### src/rtl/core/kmc_pkg.sv
// ----------------------------------------------------------------------------
// kmc_pkg
// Shared types, character codes and match tables for the key line method
// checker.
// ----------------------------------------------------------------------------
package kmc_pkg;

    // Character codes
    localparam logic [7:0] C_LF    = 8'h0A;
    localparam logic [7:0] C_CR    = 8'h0D;
    localparam logic [7:0] C_TAB   = 8'h09;
    localparam logic [7:0] C_SPACE = 8'h20;
    localparam logic [7:0] C_QUOTE = 8'h22;
    localparam logic [7:0] C_COMMA = 8'h2C;
    localparam logic [7:0] C_EQUAL = 8'h3D;

    // Line phase codes: 0..10 prefix bytes matched, then key line or other line
    localparam logic [3:0] LINE_BEGIN = 4'd0;
    localparam logic [3:0] LINE_KEY   = 4'd11;
    localparam logic [3:0] LINE_OTHER = 4'd12;

    // Word lengths
    localparam logic [2:0] METHOD_LEN = 3'd6;
    localparam logic [2:0] NONE_LEN   = 3'd4;

    // Attribute parse phase
    typedef enum logic [2:0] {
        FP_NAME_LEAD   = 3'd0,
        FP_NAME        = 3'd1,
        FP_NAME_TRAIL  = 3'd2,
        FP_VALUE_LEAD  = 3'd3,
        FP_VALUE       = 3'd4,
        FP_VALUE_TRAIL = 3'd5,
        FP_SKIP        = 3'd6
    } t_field_phase;

    // One input beat
    typedef struct packed {
        logic [7:0] text_byte;
        logic       byte_present;
        logic       end_of_text;
    } t_item;

    // "#EXT-X-KEY:"
    function automatic logic [7:0] prefix_char(input logic [3:0] idx);
        logic [7:0] c;
        case (idx)
            4'd0:    c = 8'h23;
            4'd1:    c = 8'h45;
            4'd2:    c = 8'h58;
            4'd3:    c = 8'h54;
            4'd4:    c = 8'h2D;
            4'd5:    c = 8'h58;
            4'd6:    c = 8'h2D;
            4'd7:    c = 8'h4B;
            4'd8:    c = 8'h45;
            4'd9:    c = 8'h59;
            4'd10:   c = 8'h3A;
            default: c = 8'h00;
        endcase
        return c;
    endfunction

    // "METHOD"
    function automatic logic [7:0] method_char(input logic [2:0] idx);
        logic [7:0] c;
        case (idx)
            3'd0:    c = 8'h4D;
            3'd1:    c = 8'h45;
            3'd2:    c = 8'h54;
            3'd3:    c = 8'h48;
            3'd4:    c = 8'h4F;
            3'd5:    c = 8'h44;
            default: c = 8'h00;
        endcase
        return c;
    endfunction

    // "NONE"
    function automatic logic [7:0] none_char(input logic [2:0] idx);
        logic [7:0] c;
        case (idx)
            3'd0:    c = 8'h4E;
            3'd1:    c = 8'h4F;
            3'd2:    c = 8'h4E;
            3'd3:    c = 8'h45;
            default: c = 8'h00;
        endcase
        return c;
    endfunction

    function automatic logic is_ws(input logic [7:0] c);
        return (c == C_SPACE) || (c == C_TAB) || (c == C_CR) || (c == C_LF);
    endfunction

endpackage

### src/rtl/core/kmc_in_reg.sv
// ----------------------------------------------------------------------------
// kmc_in_reg
// Input register: captures one beat and holds it until the scanner takes it.
// ----------------------------------------------------------------------------
module kmc_in_reg (
    input  logic           i_clk,
    input  logic           i_rst_n,
    input  logic           i_valid,
    input  kmc_pkg::t_item i_item,
    output logic           o_stall,
    input  logic           i_take,
    output logic           o_valid,
    output kmc_pkg::t_item o_item
);

    logic           r_valid;
    kmc_pkg::t_item r_item;
    logic           w_load;

    // Load when empty or when the held beat leaves this cycle
    assign w_load  = !r_valid || i_take;
    assign o_stall = !w_load;

    // Hold valid flag
    always_ff @(posedge i_clk) begin
        if (!i_rst_n) begin
            r_valid <= 1'b0;
        end else if (w_load) begin
            r_valid <= i_valid;
        end
    end

    // Capture payload
    always_ff @(posedge i_clk) begin
        if (w_load && i_valid) begin
            r_item <= i_item;
        end
    end

    assign o_valid = r_valid;
    assign o_item  = r_item;

endmodule

### src/rtl/core/kmc_scan.sv
// ----------------------------------------------------------------------------
// kmc_scan
// Line and attribute scanner: updates the parse state for one beat per cycle
// while beats are taken, and produces the verdict at end of text.
// ----------------------------------------------------------------------------
module kmc_scan (
    input  logic           i_clk,
    input  logic           i_rst_n,
    input  logic           i_take,
    input  kmc_pkg::t_item i_item,
    output logic           o_verdict
);

    logic [3:0]            r_line_phase, n_line_phase;
    logic                  r_in_quotes, n_in_quotes;
    kmc_pkg::t_field_phase r_field_phase, n_field_phase;
    logic [2:0]            r_name_progress, n_name_progress;
    logic [2:0]            r_value_progress, n_value_progress;
    logic                  r_method_found, n_method_found;
    logic                  r_rejected, n_rejected;
    logic [7:0]            w_c;
    logic                  w_is_lf;

    assign w_c     = i_item.text_byte;
    assign w_is_lf = (w_c == kmc_pkg::C_LF);

    // Compute next parse state for the current beat
    always_comb begin
        n_line_phase     = r_line_phase;
        n_in_quotes      = r_in_quotes;
        n_field_phase    = r_field_phase;
        n_name_progress  = r_name_progress;
        n_value_progress = r_value_progress;
        n_method_found   = r_method_found;
        n_rejected       = r_rejected;
        o_verdict        = 1'b0;

        // Process a text byte other than line feed
        if (i_item.byte_present && !w_is_lf) begin
            if (r_line_phase < kmc_pkg::LINE_KEY) begin
                if (w_c == kmc_pkg::prefix_char(r_line_phase)) begin
                    n_line_phase = 4'(r_line_phase + 4'd1);
                    if (n_line_phase == kmc_pkg::LINE_KEY) begin
                        n_in_quotes      = 1'b0;
                        n_method_found   = 1'b0;
                        n_field_phase    = kmc_pkg::FP_NAME_LEAD;
                        n_name_progress  = 3'd0;
                        n_value_progress = 3'd0;
                    end
                end else begin
                    n_line_phase = kmc_pkg::LINE_OTHER;
                end
            end else if (r_line_phase == kmc_pkg::LINE_KEY) begin
                if (w_c == kmc_pkg::C_QUOTE) begin
                    n_in_quotes = !r_in_quotes;
                end
                if (w_c == kmc_pkg::C_COMMA && !r_in_quotes) begin
                    // End of attribute
                    if (r_field_phase == kmc_pkg::FP_VALUE_LEAD ||
                        r_field_phase == kmc_pkg::FP_VALUE) begin
                        n_rejected = 1'b1;
                    end
                    n_field_phase    = kmc_pkg::FP_NAME_LEAD;
                    n_name_progress  = 3'd0;
                    n_value_progress = 3'd0;
                end else begin
                    case (r_field_phase)
                        kmc_pkg::FP_NAME_LEAD, kmc_pkg::FP_NAME: begin
                            if (r_field_phase == kmc_pkg::FP_NAME_LEAD &&
                                kmc_pkg::is_ws(w_c)) begin
                                n_field_phase = r_field_phase;
                            end else if (r_name_progress < kmc_pkg::METHOD_LEN &&
                                w_c == kmc_pkg::method_char(r_name_progress)) begin
                                n_name_progress = 3'(r_name_progress + 3'd1);
                                n_field_phase = (n_name_progress == kmc_pkg::METHOD_LEN)
                                    ? kmc_pkg::FP_NAME_TRAIL : kmc_pkg::FP_NAME;
                            end else begin
                                n_field_phase = kmc_pkg::FP_SKIP;
                            end
                        end
                        kmc_pkg::FP_NAME_TRAIL: begin
                            if (kmc_pkg::is_ws(w_c)) begin
                                n_field_phase = r_field_phase;
                            end else if (w_c == kmc_pkg::C_EQUAL) begin
                                n_method_found = 1'b1;
                                n_field_phase  = kmc_pkg::FP_VALUE_LEAD;
                            end else begin
                                n_field_phase = kmc_pkg::FP_SKIP;
                            end
                        end
                        kmc_pkg::FP_VALUE_LEAD, kmc_pkg::FP_VALUE: begin
                            if (r_field_phase == kmc_pkg::FP_VALUE_LEAD &&
                                kmc_pkg::is_ws(w_c)) begin
                                n_field_phase = r_field_phase;
                            end else if (r_value_progress < kmc_pkg::NONE_LEN &&
                                w_c == kmc_pkg::none_char(r_value_progress)) begin
                                n_value_progress = 3'(r_value_progress + 3'd1);
                                n_field_phase = (n_value_progress == kmc_pkg::NONE_LEN)
                                    ? kmc_pkg::FP_VALUE_TRAIL : kmc_pkg::FP_VALUE;
                            end else begin
                                n_rejected    = 1'b1;
                                n_field_phase = kmc_pkg::FP_SKIP;
                            end
                        end
                        kmc_pkg::FP_VALUE_TRAIL: begin
                            if (!kmc_pkg::is_ws(w_c)) begin
                                n_rejected    = 1'b1;
                                n_field_phase = kmc_pkg::FP_SKIP;
                            end
                        end
                        default: begin
                            n_field_phase = r_field_phase;
                        end
                    endcase
                end
            end
        end

        // Close the line on line feed or end of text
        if ((i_item.byte_present && w_is_lf) || i_item.end_of_text) begin
            if (n_line_phase == kmc_pkg::LINE_KEY) begin
                if (n_field_phase == kmc_pkg::FP_VALUE_LEAD ||
                    n_field_phase == kmc_pkg::FP_VALUE) begin
                    n_rejected = 1'b1;
                end
                if (!n_method_found) begin
                    n_rejected = 1'b1;
                end
            end
            n_line_phase     = kmc_pkg::LINE_BEGIN;
            n_in_quotes      = 1'b0;
            n_method_found   = 1'b0;
            n_field_phase    = kmc_pkg::FP_NAME_LEAD;
            n_name_progress  = 3'd0;
            n_value_progress = 3'd0;
        end

        // Give the verdict and drop the sticky reject
        if (i_item.end_of_text) begin
            o_verdict  = n_rejected;
            n_rejected = 1'b0;
        end
    end

    // Advance parse state
    always_ff @(posedge i_clk) begin
        if (!i_rst_n) begin
            r_line_phase     <= kmc_pkg::LINE_BEGIN;
            r_in_quotes      <= 1'b0;
            r_field_phase    <= kmc_pkg::FP_NAME_LEAD;
            r_name_progress  <= 3'd0;
            r_value_progress <= 3'd0;
            r_method_found   <= 1'b0;
            r_rejected       <= 1'b0;
        end else if (i_take) begin
            r_line_phase     <= n_line_phase;
            r_in_quotes      <= n_in_quotes;
            r_field_phase    <= n_field_phase;
            r_name_progress  <= n_name_progress;
            r_value_progress <= n_value_progress;
            r_method_found   <= n_method_found;
            r_rejected       <= n_rejected;
        end
    end

endmodule

### src/rtl/core/kmc_out_reg.sv
// ----------------------------------------------------------------------------
// kmc_out_reg
// Result register: holds one verdict beat until the receiver takes it.
// ----------------------------------------------------------------------------
module kmc_out_reg (
    input  logic i_clk,
    input  logic i_rst_n,
    input  logic i_load,
    input  logic i_verdict,
    output logic o_free,
    output logic o_valid,
    output logic o_verdict,
    input  logic i_stall
);

    logic r_valid;
    logic r_verdict;

    // Slot is free when empty or when the held beat leaves this cycle
    assign o_free = !r_valid || !i_stall;

    // Hold valid flag
    always_ff @(posedge i_clk) begin
        if (!i_rst_n) begin
            r_valid <= 1'b0;
        end else if (o_free) begin
            r_valid <= i_load;
        end
    end

    // Capture verdict
    always_ff @(posedge i_clk) begin
        if (o_free && i_load) begin
            r_verdict <= i_verdict;
        end
    end

    assign o_valid   = r_valid;
    assign o_verdict = r_verdict;

endmodule

### src/rtl/core/playlist_key_method_checker_top.sv
// Path: the end-of-text beat passes from the input register through the
// scanner into the result register, which then shows the verdict.
// Throughput: 1 beat per cycle; the only hold-off is an end beat meeting a
// stalled, still-full result register.
// Reset: synchronous active-low i_rst_n clears the parse state and both
// beat registers; the block accepts beats straight after reset.
// ----------------------------------------------------------------------------
// playlist_key_method_checker_top
// Checks that every key line of a playlist text uses METHOD=NONE.
// ----------------------------------------------------------------------------
module playlist_key_method_checker_top (
    input  logic       i_clk,
    input  logic       i_rst_n,
    input  logic       i_in_valid,
    output logic       o_in_stall,
    input  logic [7:0] i_text_byte,
    input  logic       i_byte_present,
    input  logic       i_end_of_text,
    output logic       o_out_valid,
    input  logic       i_out_stall,
    output logic       o_verdict
);

    kmc_pkg::t_item w_in_item;
    kmc_pkg::t_item w_held_item;
    logic           w_held_valid;
    logic           w_take;
    logic           w_out_free;
    logic           w_verdict;

    assign w_in_item.text_byte    = i_text_byte;
    assign w_in_item.byte_present = i_byte_present;
    assign w_in_item.end_of_text  = i_end_of_text;

    // Advance held beat unless it carries a verdict with no room for it
    assign w_take = w_held_valid && (!w_held_item.end_of_text || w_out_free);

    kmc_in_reg u_in_reg (
        .i_clk   (i_clk),
        .i_rst_n (i_rst_n),
        .i_valid (i_in_valid),
        .i_item  (w_in_item),
        .o_stall (o_in_stall),
        .i_take  (w_take),
        .o_valid (w_held_valid),
        .o_item  (w_held_item)
    );

    kmc_scan u_scan (
        .i_clk     (i_clk),
        .i_rst_n   (i_rst_n),
        .i_take    (w_take),
        .i_item    (w_held_item),
        .o_verdict (w_verdict)
    );

    kmc_out_reg u_out_reg (
        .i_clk     (i_clk),
        .i_rst_n   (i_rst_n),
        .i_load    (w_take && w_held_item.end_of_text),
        .i_verdict (w_verdict),
        .o_free    (w_out_free),
        .o_valid   (o_out_valid),
        .o_verdict (o_verdict),
        .i_stall   (i_out_stall)
    );

endmodule
### config.mk
export PLATFORM = sky130hd
export DESIGN_NAME = playlist_key_method_checker_top
export DESIGN_NICKNAME = d
export VERILOG_FILES = /design/src/rtl/core/kmc_pkg.sv /design/src/rtl/core/kmc_in_reg.sv /design/src/rtl/core/kmc_scan.sv /design/src/rtl/core/kmc_out_reg.sv /design/src/rtl/core/playlist_key_method_checker_top.sv
export SDC_FILE = /design/constraint.sdc
export NUM_CORES = 1
export LEC_CHECK = 0
export ABC_AREA = 1
export BUFFER_PORTS_ARGS = -buffer_cell sky130_fd_sc_hd__buf_4
export CAP_MARGIN = 20
export CELL_PAD_IN_SITES_DETAIL_PLACEMENT = 2
export CELL_PAD_IN_SITES_GLOBAL_PLACEMENT = 2
export CORE_MARGIN = 2
export CORE_UTILIZATION = 35
export DETAILED_ROUTE_END_ITERATION = 10
export HOLD_SLACK_MARGIN = 0.05
export PLACE_DENSITY = 0.77
export SLEW_MARGIN = 40
export SYNTH_ARGS = -nofsm -noshare
export SYNTH_HDL_FRONTEND = slang
export SYNTH_SLANG_ARGS = --single-unit
### constraint.sdc
create_clock -name i_clk -period 2.6 [get_ports i_clk]
set_input_delay 0.13 -clock i_clk [delete_from_list [all_inputs] [get_ports i_clk]]
set_output_delay 0.13 -clock i_clk [all_outputs]
set_load 0.03 [all_outputs]
Yosys cells after proc, flatten, opt, wreduce, memory -nomap -nowiden

Memory sizes are Yosys's and may differ from the RTL's. A register that Yosys moved wholly into a read port is not among the register bits.
Index checks and enable logic that the tools add are counted.

Memories: 1
Bits of input ports: 14
Bits in registers: 29
ROM bits: 112
Logic and storage cells: 185

Muxes and demuxes: 88
Equal/unequal tests: 34
Magnitude comparators: 3
$add $sub $neg: 3
Reduce and logical (&&, ||, !) cells: 43

Memories:

| memory           | depth | width | read ports | clocked after Yosys merged registers in | wr ports | RTL line      | source |
|---|---|---|---|---|---|---|---|
| (name not given) | 16    | 7     | 1          | 1                                       | 0        | kmc_pkg.sv:47 | `case (idx)` |

Operators by type and width:

| operator            | count |
|---|---|
| $mux 8              | 14 |
| $mux 3              | 32 |
| $pmux 7 s6          | 1 |
| $eq 8x6->1 const B  | 4 |
| $mux 1              | 31 |
| $eq 8x4->1 const B  | 3 |
| $eq 8x8->1          | 3 |
| $mux 4              | 6 |
| $eq 3x2->1 const B  | 7 |
| $eq 3x3->1 const B  | 7 |
| $pmux 7 s3          | 1 |
| $reduce_and 8->1    | 2 |
| $reduce_bool 4->1   | 4 |
| $eq 4x4->1 const B  | 3 |
| $pmux 3 s4          | 1 |
| $logic_and 1x1->1   | 11 |
| $eq 3x1->1 const B  | 3 |
| $logic_not 3->1     | 3 |
| $logic_or 1x1->1    | 9 |
| $ne 4x2->1 const B  | 2 |
| $logic_not 1->1     | 7 |
| $add 3x1->3 const B | 2 |
| $lt 3x3->1 const B  | 2 |
| $ne 3x3->1 const B  | 2 |
| 8 further kinds     | 11 |

Logic depth before layout (Yosys ltp)

Gate-level depths: netlist of run 1.

Word-level depth: 27
Depth in mapped cells: 23
Depth with buffers taken out: 23

Cells and area by module

Synthesis of run 1 repeated with hierarchy kept, for this count alone.

Cell total of the unflattened synthesis: 401
Area total of the unflattened synthesis: 2726.4 µm²

Modules (own cells, without submodules):

| module                          | area an instance (µm²) | cells an instance | sequential area each (µm²) | instances |
|---|---|---|---|---|
| kmc_scan                        | 2273.4                 | 371               | 460.4                      | 1 |
| kmc_in_reg                      | 350.3                  | 18                | 320.3                      | 1 |
| kmc_out_reg                     | 77.6                   | 7                 | 50.0                       | 1 |
| playlist_key_method_checker_top | 25.0                   | 5                 | 0.0                        | 1 |

Worst setup path before layout of run 1

OpenSTA, ideal clock, no wires.

Path kind: reg-to-reg
Start: register u_in_reg.r_item, in the netlist u_in_reg.o_item[8]
End: register with a tool-made name
Stages on the path, launching flop included: 16
Data required time: 2481 ps
Buffers on the path: 0
Clock period less this slack: 2208 ps
Setup time: 119 ps
Path slack: 392 ps
Arrival: 2090 ps
Cells stage by stage: edfxtp_1 -> nor2_2 -> inv_2 -> nor3_4 -> nor2_4 -> inv_2 -> nor2_2 -> nand2_1 -> nand2_1 -> nand2_1 -> o22ai_2 -> nand2_1 -> clkinv_1 -> ha_1 -> o21ai_0 -> o21ai_1

RTL lines:

| element                | RTL line         | source |
|---|---|---|
| start, declared        | kmc_in_reg.sv:17 | `kmc_pkg::t_item r_item;` |
| start signal, assigned | kmc_in_reg.sv:36 | `r_item <= i_item;` |

==> flow_summary.ini, run 1 <==
[outcome]
status = finished, violations left
violations = setup timing

[die]
row_count = 32
dieArea_um2 = 8780
die_x_um = 93.7
die_h_um = 93.7
start_util_pct = 36.3
core_um2 = 7770
io_pins = 17

[placement]
place_congestion = 0.820
pre_cts_ws_ps = -88.4
dp_hpwl_mm = 6.99
io_buffers = 16

[critical_path]
path_delay_family = simple AND/OR/NAND/NOR gates
start_kind = flip-flop
crit_type = flip-flop to flip-flop
arrival_ps = 2850
cp_slowest_cell = edfxtp_1
end_kind = flip-flop
cp.buffers_inverters = 1
max_stage_delay_ps = 450
required_ps = 2790
cp_max_fo = 5
path_cells = buf_4 -> xnor2_1 -> nand4_1 -> nor2_2 -> nand2_1 -> nand2_1 -> nand2_2 -> o22ai_2 -> nand2_2 -> ha_2 -> a21oi_2 -> a31oi_1

[drt]
drcViolationCount = 0
drt_pass1_iterations = 4
drt-met1-wl_mm = 5.60
via_count = 2930
wl_met2_mm = 6.61
drt-vias-per-instance = 5.33
top_layer_used = met4
drt_iter0_markers = 152
drt-total-wl_mm = 12.9
avgRoutedWirePerCell_um = 23.4
ant_nets = 0
wl_met3_um = 248

[global_routing]
grt_pass1_wl_mm = 16.6
grt-ovfl-total = 0
grt_start_max_net_pins = 15
grt_pass1_vias = 3138
gr-usage-all-layers_pct = 24.7
antenna_found_initial = 0

[power_and_ir_drop]
p_per_area_nw_per_um2 = 372
p_int_uw = 890
irDropWorstVdd_mv = 0.283
swShare_pct = 33.8
pwr-share-clk_pct = 32.8
p_leak_uw = 0.00160
switching_power_uw = 454
p_seq_share_pct = 46.9
comb_power_share_pct = 20.3

[cells_and_area]
nets = 481
n_fill_cell = 884
layout-drive-gt1-share_pct = 33.7
fin_util_pct = 46.5
diodes = 0
area_growth_pct = 28.2

[clocking]
root_buffer = clkbuf_8
clkLatencyLatePin_ps = 310
clkTransAtPathRegs_ps = 90
cts_tree = yes
clock-sinks = 36
numCtsBuffers = 5
clk_path_buf_depth = 2
htree_levels = 2

[logic_synthesis]
ys_seq_elements = 36
ys_warn_count = 0
syn_inst = 388
synth_edf_count = 11
syn_area_um2 = 2820
synth_nets = 422
synthArstFlopShare_pct = 0
syn_area_per_cell_um2 = 7.26
synth-main-ff-cell = dfxtp_1
ys_seq_area_share_pct = 29.5
synth_cell_type_count = 43

[hold_path]
worstHoldPathType = input port to flip-flop

[timing]
period_needed_ps = 2660
relSlewSlack_pct = 73.9
finalHoldViolCount = 0
rsz0062_at_grt = yes
tightest_slew_ps = 388
timing.final.ws_setup_ps = -59.8
slew_viol_final = 0
clock.fmax_mhz = 376
setup_viol = 4
whs_ps = 103
fin_crit_sh_pct = 102
skew_ps = 19.1

[run]
maxCapViolCount = 0
-- worst paths after layout --
path                                           start                                  to  slack, ps  depth (start not counted)
setup / recovery        u_in_reg.o_item[4]$_DFFE_PP_                           flip-flop        -60                         12
hold / removal                            i_in_valid       u_in_reg.o_valid$_SDFFE_PN0N_        100                          3
setup reg to reg        u_in_reg.o_item[4]$_DFFE_PP_                           flip-flop        -60                         12
hold reg to reg   u_scan.r_method_found$_SDFFE_PN0P_  u_scan.r_method_found$_SDFFE_PN0P_        480                          2
-- area by class of cell --
class                   count  area, µm²  area share (%)
flip-flops and latches     36        837            23.2
clock inverters             3       18.8           0.520
clock buffers               5       68.8            1.91
repair buffers             54        445            12.3
well taps                 102        128            3.53
multi-input cells         283       1850            51.1
inverters                  67        267            7.38
-- metal layers --
layer | GRT usage [%] | vias up
li1 | - | 1376
met1 | 32.2 | 1479
met2 | 42.9 | 48
met3 | 3.29 | 27
met4 | 6.28 | 0
met5 | 0 | -
-- logic make-up after synthesis --
logic type	share of synthesized area [%]
and+or+nand+nor	33.9
DFF	29.5
AOI/OAI and AO/OA	15.7
xor gates and xnor gates	2.18
adders and majority gates	8.88
buffers and inverters	9.82
-- per-stage QoR --
stage | cells | cell area, µm² | TNS (ps) | power [µW]
after floorplan | 388 | 2820 | 0 | 760
after global placement | 516 | 3140 | -46.0 | 821
after detailed placement | 516 | 3140 | -88.4 | 831
after global routing | 550 | 3610 | -1240 | 1390
final | 550 | 3610 | -144 | 1340
after CTS | 540 | 3380 | 0 | 1270
-- cells in the final DEF, fill, tap and decap left out, drive strengths merged, types with 6 or more instances in the layout --
cell type,synthesis,final
o21ai,19,19
edfxtp,11,11
dlygate4sd3,0,10
a211oi,7,7
dfxtp,25,25
buf,1,44
ha,20,20
nand3,23,23
nor2,46,46
inv,65,66
nand4,7,7
a21oi,24,24
nor3,6,6
nand2,109,109
-- power groups by stage --
stage / Clock, µW / Sequential (µW) / Combinational, µW
2_1_floorplan: 0 / 633 / 127
3_3_place_gp: 0 / 641 / 180
3_5_place_dp: 0 / 642 / 189
4_1_cts: 432 / 625 / 217
5_1_grt: 465 / 632 / 290
6_report: 441 / 630 / 273
-- cell usage after synthesis (10+ instances only) --
cell      number  share of area [%]
nand2_1      100                 13
inv_1         47                6.3
nor2_1        32                4.3
dfxtp_1       25                 18
ha_1          20                8.9
a21oi_1       19                3.4
nand3_1       18                3.2
inv_2         15                2.0
edfxtp_1      11                 12
o21ai_0       10                1.8
-- repair_timing --
item,CTS,global route
hold endpoints to repair,10,0
pin swaps,1,29
setup buffers,6,10
gates resized for setup,2,52
setup endpoints to repair,2,17
hold buffers,10,0
-- worst reg2reg max path, cell delays in order, from the launching register on --
cell      delay, ps
edfxtp_1        450
buf_4           190
xnor2_1         220
nand4_1         200
nor2_2          230
nand2_1         150
nand2_1         120
nand2_2          70
o22ai_2         210
nand2_2         180
ha_2            250
a21oi_2         190
a31oi_1          80
Power figures use the tool's default switching activity.
==> run 2: changes to the inputs <==
Settings changed: CORE_ASPECT_RATIO set to 2.
==> run 2 against run 1 <==
Net effect:
- the run now ends clean
- register-to-register slack improved by 180 ps
- clock-buffer cell count rose by 2
- non-clock buffer count rose by 4
- critical path depth rose by 7
- sequential share of layout area fell by 0.29 points
- die area rose by 0.49%
- fmax rose by 7.4%
- total power rose by 12%
- combinational power fell by 7.7%
- global-route usage rose by 0.26 points
- critical path type unchanged
- largest cell class unchanged
- largest power group unchanged
==> flow_summary.ini, run 2 (synthesized netlist as in run 1, its figures left out) <==
[outcome]
status = complete, no violations

[clocking]
clkTransAtPathRegs_ps = 60
clkLatencyLatePin_ps = 300
root_buffer = clkbuf_16
cts_tree = yes
numCtsBuffers = 5
clock-sinks = 36
htree_levels = 2
clk_path_buf_depth = 2

[cells_and_area]
final_area_um2 = 3650
final_common_cell = nand2_1
seq_area_um2 = 836
nets = 485
n_fill_cell = 921
area_growth_pct = 29.6
multi_input_area_um2 = 1820
diodes = 0
final_cell_mix = 93 x nand2_1, 46 x buf_4, 43 x inv_1
layout-drive-gt1-share_pct = 31.9

[placement]
post_dp_cell_area_um2 = 3180
dp_hpwl_mm = 7.94
place_congestion = 0.856
pre_cts_ws_ps = -115
io_buffers = 16

[timing]
fin_tns_setup_ps = 0
timing.final.ws_setup_ps = 123
relSlewSlack_pct = 73.2
clock.fmax_mhz = 404
period_needed_ps = 2480
tightest_slew_ps = 401
finalHoldViolCount = 0
whs_ps = 55.3
setup_viol = 0
slew_viol_final = 0
fin_crit_sh_pct = 95.3
skew_ps = 8.59

[critical_path]
required_ps = 2640
critPathCapture = u_out_reg.o_verdict$_SDFFCE_PN0P_
ff2ff_path_depth = 19
worstReg2RegStart = u_scan.r_name_progress[1]$_SDFFE_PN0P_
rr_endpoint = u_out_reg.o_verdict$_SDFFCE_PN0P_
crit_start = u_scan.r_name_progress[1]$_SDFFE_PN0P_
cp_max_fo = 4
arrival_ps = 2520
crit_type = flip-flop to flip-flop
end_kind = flip-flop
start_kind = flip-flop
rrSetupSlack_ps = 120

[global_routing]
gr-usage-all-layers_pct = 24.9
grt_start_max_net_pins = 15
grt-ovfl-total = 0
grt_pass1_wl_mm = 15.8
antenna_found_initial = 0
grt_pass1_vias = 3227

[drt]
drt-total-wl_mm = 10.3
drt_pass1_iterations = 4
via_count = 2808
drt_iter0_markers = 40
drcViolationCount = 0
drt-vias-per-instance = 5.12
ant_nets = 0
avgRoutedWirePerCell_um = 18.7

[die]
io_pins = 17
row_count = 46
dieArea_um2 = 8820
die_h_um = 131
core_um2 = 7890
die_x_um = 67.4
start_util_pct = 35.7

[power_and_ir_drop]
total_power_uw = 1500
irDropWorstVdd_mv = 0.294
p_leak_uw = 0.00163
p_per_area_nw_per_um2 = 411

[hold_path]
worstHoldPathType = input port to flip-flop

[run]
maxCapViolCount = 0
-- run 2: changes by cell type in the layout (fill, tap and decap cells not counted), sizes merged --
cell | before | now
clkinv | 4 | 2
buf | 44 | 48
clkbuf | 5 | 7
-- run 2: critical path, cell delays in order (launching register included) --
cell     delay (ps)
dfxtp_4         370
inv_1            80
ha_2            200
buf_4           140
inv_1           100
nand3_1          90
nand2_1         110
nand3_2         100
nor2_4          150
nand4_1         160
nand2_1         100
nand2_1          50
nand2_1          80
nand2_1          70
nand2_2         100
inv_1            50
nand2_1          60
nand3_1          60
nand2_1          80
a21oi_1          60
-- run 2: cell type report --
cell class	instances	share of cell area, %
multi-input combinational	283	49.9
sequential	36	22.9
timing repair buffer	58	12.8
inverter	67	7.23
clock buffer	7	3.63
tap	96	3.29
clock inverter	1	0.240
-- run 2: through the flow --
step	utilization, %	std cells
finish	46.3	548
CTS	43.8	538
detailed placement	40.3	516
floorplan	-	388
global placement	40.3	516
global route	46.3	548
-- run 2: power breakdown --
group          switching (µW)  internal [µW]  total [µW]  leakage [µW]
clock network             265            359         624     0.0000681
logic                     151            101         252       0.00125
registers                21.8            603         624      0.000312
total                     438           1060        1500       0.00163
-- run 2: what timing repair did --
action                     CTS  global route
pin swaps                    1            14
gates resized for setup      1            38
hold buffers                10             0
setup endpoints to repair    3            17
hold endpoints to repair    10             0
setup buffers                4            10
-- run 2: how the worst min path moves through the flow --
stage,slack (ps),startpoint,to,depth (start not counted)
after global placement,310,i_end_of_text,u_in_reg.o_item[0]$_DFFE_PP_,1
after global routing,90,i_in_valid,u_in_reg.o_valid$_SDFFE_PN0N_,3
after CTS,60,i_in_valid,u_in_reg.o_valid$_SDFFE_PN0N_,3
after detailed placement,310,i_end_of_text,u_in_reg.o_item[0]$_DFFE_PP_,1
after floorplan,230,i_rst_n,u_out_reg.o_valid$_SDFFE_PN0P_,2
final,60,i_in_valid,u_in_reg.o_valid$_SDFFE_PN0N_,3
-- run 2: metal layers --
layer / GRT usage, % / share of wire [%] / vias up / routed length [µm]
met5: 0 / 0 / - / 0
met4: 10.2 / 3.7 / 0 / 383
met3: 3.34 / 1.7 / 22 / 171
met2: 54.7 / 62 / 33 / 6390
met1: 19.8 / 32 / 1372 / 3310
li1: - / - / 1381 / -
==> run 3: changes to the inputs <==
Settings changed: ABC_AREA 1 to 0, CORE_UTILIZATION 35 to 37.
==> run 3 against run 2 <==
Net effect:
- the flow now stops in clock tree synthesis
- synthesized area fell by 2.7%
- synthesized cell count fell by 16%
==> flow_summary.ini, run 3 <==
[placement]
place_congestion = 0.898
dp_hpwl_mm = 9.51
io_buffers = 16

[clocking]
htree_levels = 2
clk_path_buf_depth = 2
root_buffer = clkbuf_16
numCtsBuffers = 5
post-cts-setup-buffers = 32
clock-sinks = 36
postCtsHoldBufs = 10
cts.repair.resized = 120

[logic_synthesis]
synth_xor_area_share_pct = 2.88
syn_area_um2 = 2740
ys_warn_count = 0
synthAdderAreaFrac_pct = 9.13
synth_top_area_share_pct = 18.3
synth-main-ff-cell = dfxtp_1
synth_edf_count = 11
synth_common_cells = 44 x nor2_1, 25 x dfxtp_1, 25 x nand2_1, 20 x ha_1, 20 x inv_1
syn_area_per_cell_um2 = 8.44
synthArstFlopShare_pct = 0
muxShareOfSynthArea_pct = 2.65
synth_area_leaders = dfxtp_1 18%, edfxtp_1 12%, ha_1 9.1%
syn_inst = 325
ys_seq_area_share_pct = 30.3
synth_top_family_by_area = simple AND/OR/NAND/NOR gates
synthSimpleGateAreaFrac_pct = 25.7
ys_seq_elements = 36
synth_top_cell_by_area = dfxtp_1
synth_cell_type_count = 74
synth_compound_area_share_pct = 23.5
synth_nets = 359
yosysMostFrequentCell = nor2_1

[die]
die_x_um = 64.9
row_count = 44
io_pins = 17
start_util_pct = 38.0
die_h_um = 126

[outcome]
haltStage = clock tree synthesis
status = did not finish
firstError = [ERROR DPL-0033] detailed placement checks failed during check placement.
run 3: cell types whose count changed after synthesis, moves of 6 or more:
cell / delta
clkbuf_1: +6
nor2_1: +12
inv_2: -14
inv_1: -27
nor2_4: -6
nand3_1: -8
buf_2: +6
nor2_2: -7
xor2_1: +6
nand2b_1: +9
nand2_1: -75
a211oi_1: -6
nand2_2: -7
run 3: cell families after synthesis:
logic type      Yosys count
buf+inv                  37
mux                       7
flops                    36
xor+xnor                  9
compound gates           84
simple gates            132
fa+ha+maj                20
run 3: through the flow:
stage               area (µm²)  instances  worst slack (ps)
floorplan                 2750        325              5.53
global placement          3550        504              -304
detailed placement        3550        504              -528
==> run 4: changes to the inputs <==
Settings changed: CELL_PAD_IN_SITES_DETAIL_PLACEMENT 2 to unset, CELL_PAD_IN_SITES_GLOBAL_PLACEMENT 2 to unset, CORE_ASPECT_RATIO 2 to unset, CORE_UTILIZATION 37 to 30, HOLD_SLACK_MARGIN 0.05 to unset, PLACE_DENSITY 0.77 to unset, PLACE_DENSITY_LB_ADDON set to 0.15.
==> run 4 against run 3 <==
Net effect:
- the flow now finishes, with violations (setup timing)
- synthesized cell count did not move
- synthesized area unchanged
==> flow_summary.ini, run 4 <==
[power_and_ir_drop]
p_leak_uw = 0.00155
p_per_area_nw_per_um2 = 328
irDropWorstVdd_mv = 0.170

[drt]
via_count = 2750
ant_nets = 0
drt_pass1_iterations = 4
drcViolationCount = 0
avgRoutedWirePerCell_um = 15.9
drt-vias-per-instance = 5.23
drt-total-wl_mm = 8.35
drt_iter0_markers = 69

[clocking]
clk_path_buf_depth = 2
cts_tree = yes
clock-sinks = 36
root_buffer = clkbuf_8
numCtsBuffers = 5
clkTransAtPathRegs_ps = 80
htree_levels = 2
clkLatencyLatePin_ps = 290

[hold_path]
holdCritStartpoint = i_end_of_text
min_to = u_in_reg.o_item[0]$_DFFE_PP_
worstHoldPathType = input port to flip-flop
hold-path-cell-count = 1

[placement]
dp_hpwl_mm = 6.02
io_buffers = 16
pre_cts_ws_ps = -252
post_dp_cell_area_um2 = 3440
place_congestion = 0.986

[timing]
rsz0062_at_grt = yes
timing.final.ws_setup_ps = -84.6
fin_crit_sh_pct = 103
slew_viol_final = 0
relSlewSlack_pct = 64.5
whs_ps = 8.68
period_needed_ps = 2680
clock.fmax_mhz = 372
setup_viol = 7
skew_ps = 9.57
finalHoldViolCount = 0
fin_tns_setup_ps = -274
tightest_slew_ps = 530

[die]
io_pins = 17
row_count = 34
core_um2 = 8810
die_x_um = 99.6
start_util_pct = 31.1
die_h_um = 99.6
dieArea_um2 = 9920

[critical_path]
rr_endpoint = u_out_reg.o_verdict$_SDFFCE_PN0P_
worstReg2RegStart = u_in_reg.o_item[8]$_DFFE_PP_
cp_max_fo = 7
arrival_ps = 2740
required_ps = 2660
crit_type = flip-flop to flip-flop
end_kind = flip-flop
start_kind = flip-flop
ff2ff_path_depth = 8
rrSetupSlack_ps = -80

[cells_and_area]
seq_area_um2 = 841
area_growth_pct = 47.4
n_fill_cell = 869
nets = 451
final_common_cell = buf_4
diodes = 0
final_area_um2 = 4040
layout-drive-gt1-share_pct = 44.3
final_cell_mix = 93 x buf_4, 38 x nor2_1, 23 x nand2_1
multi_input_area_um2 = 2090

[outcome]
violations = setup timing
status = finished, violations left

[logic_synthesis]
synth_edf_count = 11
ys_warn_count = 0
syn_inst = 325
synth_nets = 359
syn_area_um2 = 2740
synth-main-ff-cell = dfxtp_1
synthArstFlopShare_pct = 0
synth_cell_type_count = 74
synth_common_cells = 44 x nor2_1, 25 x dfxtp_1, 25 x nand2_1, 20 x ha_1, 20 x inv_1
synth_top_cell_by_area = dfxtp_1
synth_top_area_share_pct = 18.3
ys_seq_area_share_pct = 30.3
synth_area_leaders = dfxtp_1 18%, edfxtp_1 12%, ha_1 9.1%
yosysMostFrequentCell = nor2_1
syn_area_per_cell_um2 = 8.44
ys_seq_elements = 36

[global_routing]
grt-ovfl-total = 0
gr-usage-all-layers_pct = 16.6
grt_start_max_net_pins = 18
antenna_found_initial = 0
grt_pass1_vias = 2709
grt_pass1_wl_mm = 13.1

[run]
maxCapViolCount = 0
## run 4: power breakdown
group,internal [µW],leakage [µW],switching (µW)
clock,284,0.0000541,223
combinational,102,0.00119,104
sequential,594,0.000312,20.8
total,980,0.00155,347
## run 4: layout make-up
cell class	count	area share [%]
clock inverter	3	1.05
tap	108	3.34
timing repair buffer	100	19.2
multi-input combinational	252	51.8
inverter	22	2.04
clock buffer	5	1.70
sequential	36	20.8
## run 4: worst max-delay path by stage
stage                                           startpoint                           endpoint  slack (ps)  depth (start not counted)
floorplan           u_scan.r_name_progress[0]$_SDFFE_PN0P_  u_out_reg.o_verdict$_SDFFCE_PN0P_           6                          9
CTS                 u_scan.r_name_progress[0]$_SDFFE_PN0P_  u_out_reg.o_verdict$_SDFFCE_PN0P_         -60                         10
global placement    u_scan.r_name_progress[0]$_SDFFE_PN0P_  u_out_reg.o_verdict$_SDFFCE_PN0P_        -150                          9
finish                        u_in_reg.o_item[8]$_DFFE_PP_  u_out_reg.o_verdict$_SDFFCE_PN0P_         -80                          8
detailed placement  u_scan.r_name_progress[0]$_SDFFE_PN0P_  u_out_reg.o_verdict$_SDFFCE_PN0P_        -250                         10
global route        u_scan.r_name_progress[1]$_SDFFE_PN0P_  u_out_reg.o_verdict$_SDFFCE_PN0P_        -210                         11
## run 4: routing by layer
| metal | wire length [µm] | up-vias | share of wire, % | GRT usage [%] |
|---|---|---|---|---|
| met5 | 0 | - | 0 | 0 |
| met1 | 3750 | 1321 | 45 | 20.7 |
| met2 | 4180 | 46 | 50 | 29.0 |
| met4 | 204 | 0 | 2.4 | 5.37 |
| li1 | - | 1365 | - | - |
| met3 | 211 | 18 | 2.5 | 2.95 |
## run 4: cells by family (layout without fill, tap and decap cells)
kind of cell | Yosys count | count (layout) | synth area share [%]
adders and majority gates | 20 | 20 | 9.13
muxes | 7 | 7 | 2.65
and+or+nand+nor | 132 | 132 | 25.7
DFF | 36 | 36 | 30.3
buffers and inverters | 37 | 130 | 5.89
AOI/OAI and AO/OA | 84 | 84 | 23.5
xor gates and xnor gates | 9 | 9 | 2.88
## run 4: metrics by stage
step	util, %	power (µW)	std cells
after floorplan	-	713	325
after global placement	39.0	793	502
after detailed placement	39.0	795	502
after CTS	42.0	1320	515
after global routing	45.9	1380	526
final	45.9	1330	526
## run 4: what timing repair did
| action | in CTS | in global routing |
|---|---|---|
| endpoints found under the setup margin | 14 | 15 |
| cloned | 0 | 1 |
| setup buffers | 5 | 10 |
| gates resized for setup | 24 | 57 |
| pin swaps | 8 | 18 |
| hold buffers | 0 | 0 |
## run 4: worst max-delay path: stages (launching register included)
cell and delay (ps):
edfxtp_1 490, or4_4 620, nor2_2 190, a21oi_2 110
mux2_2 290, nor2_1 140, o41ai_2 100, a311o_1 310
o211a_1 210
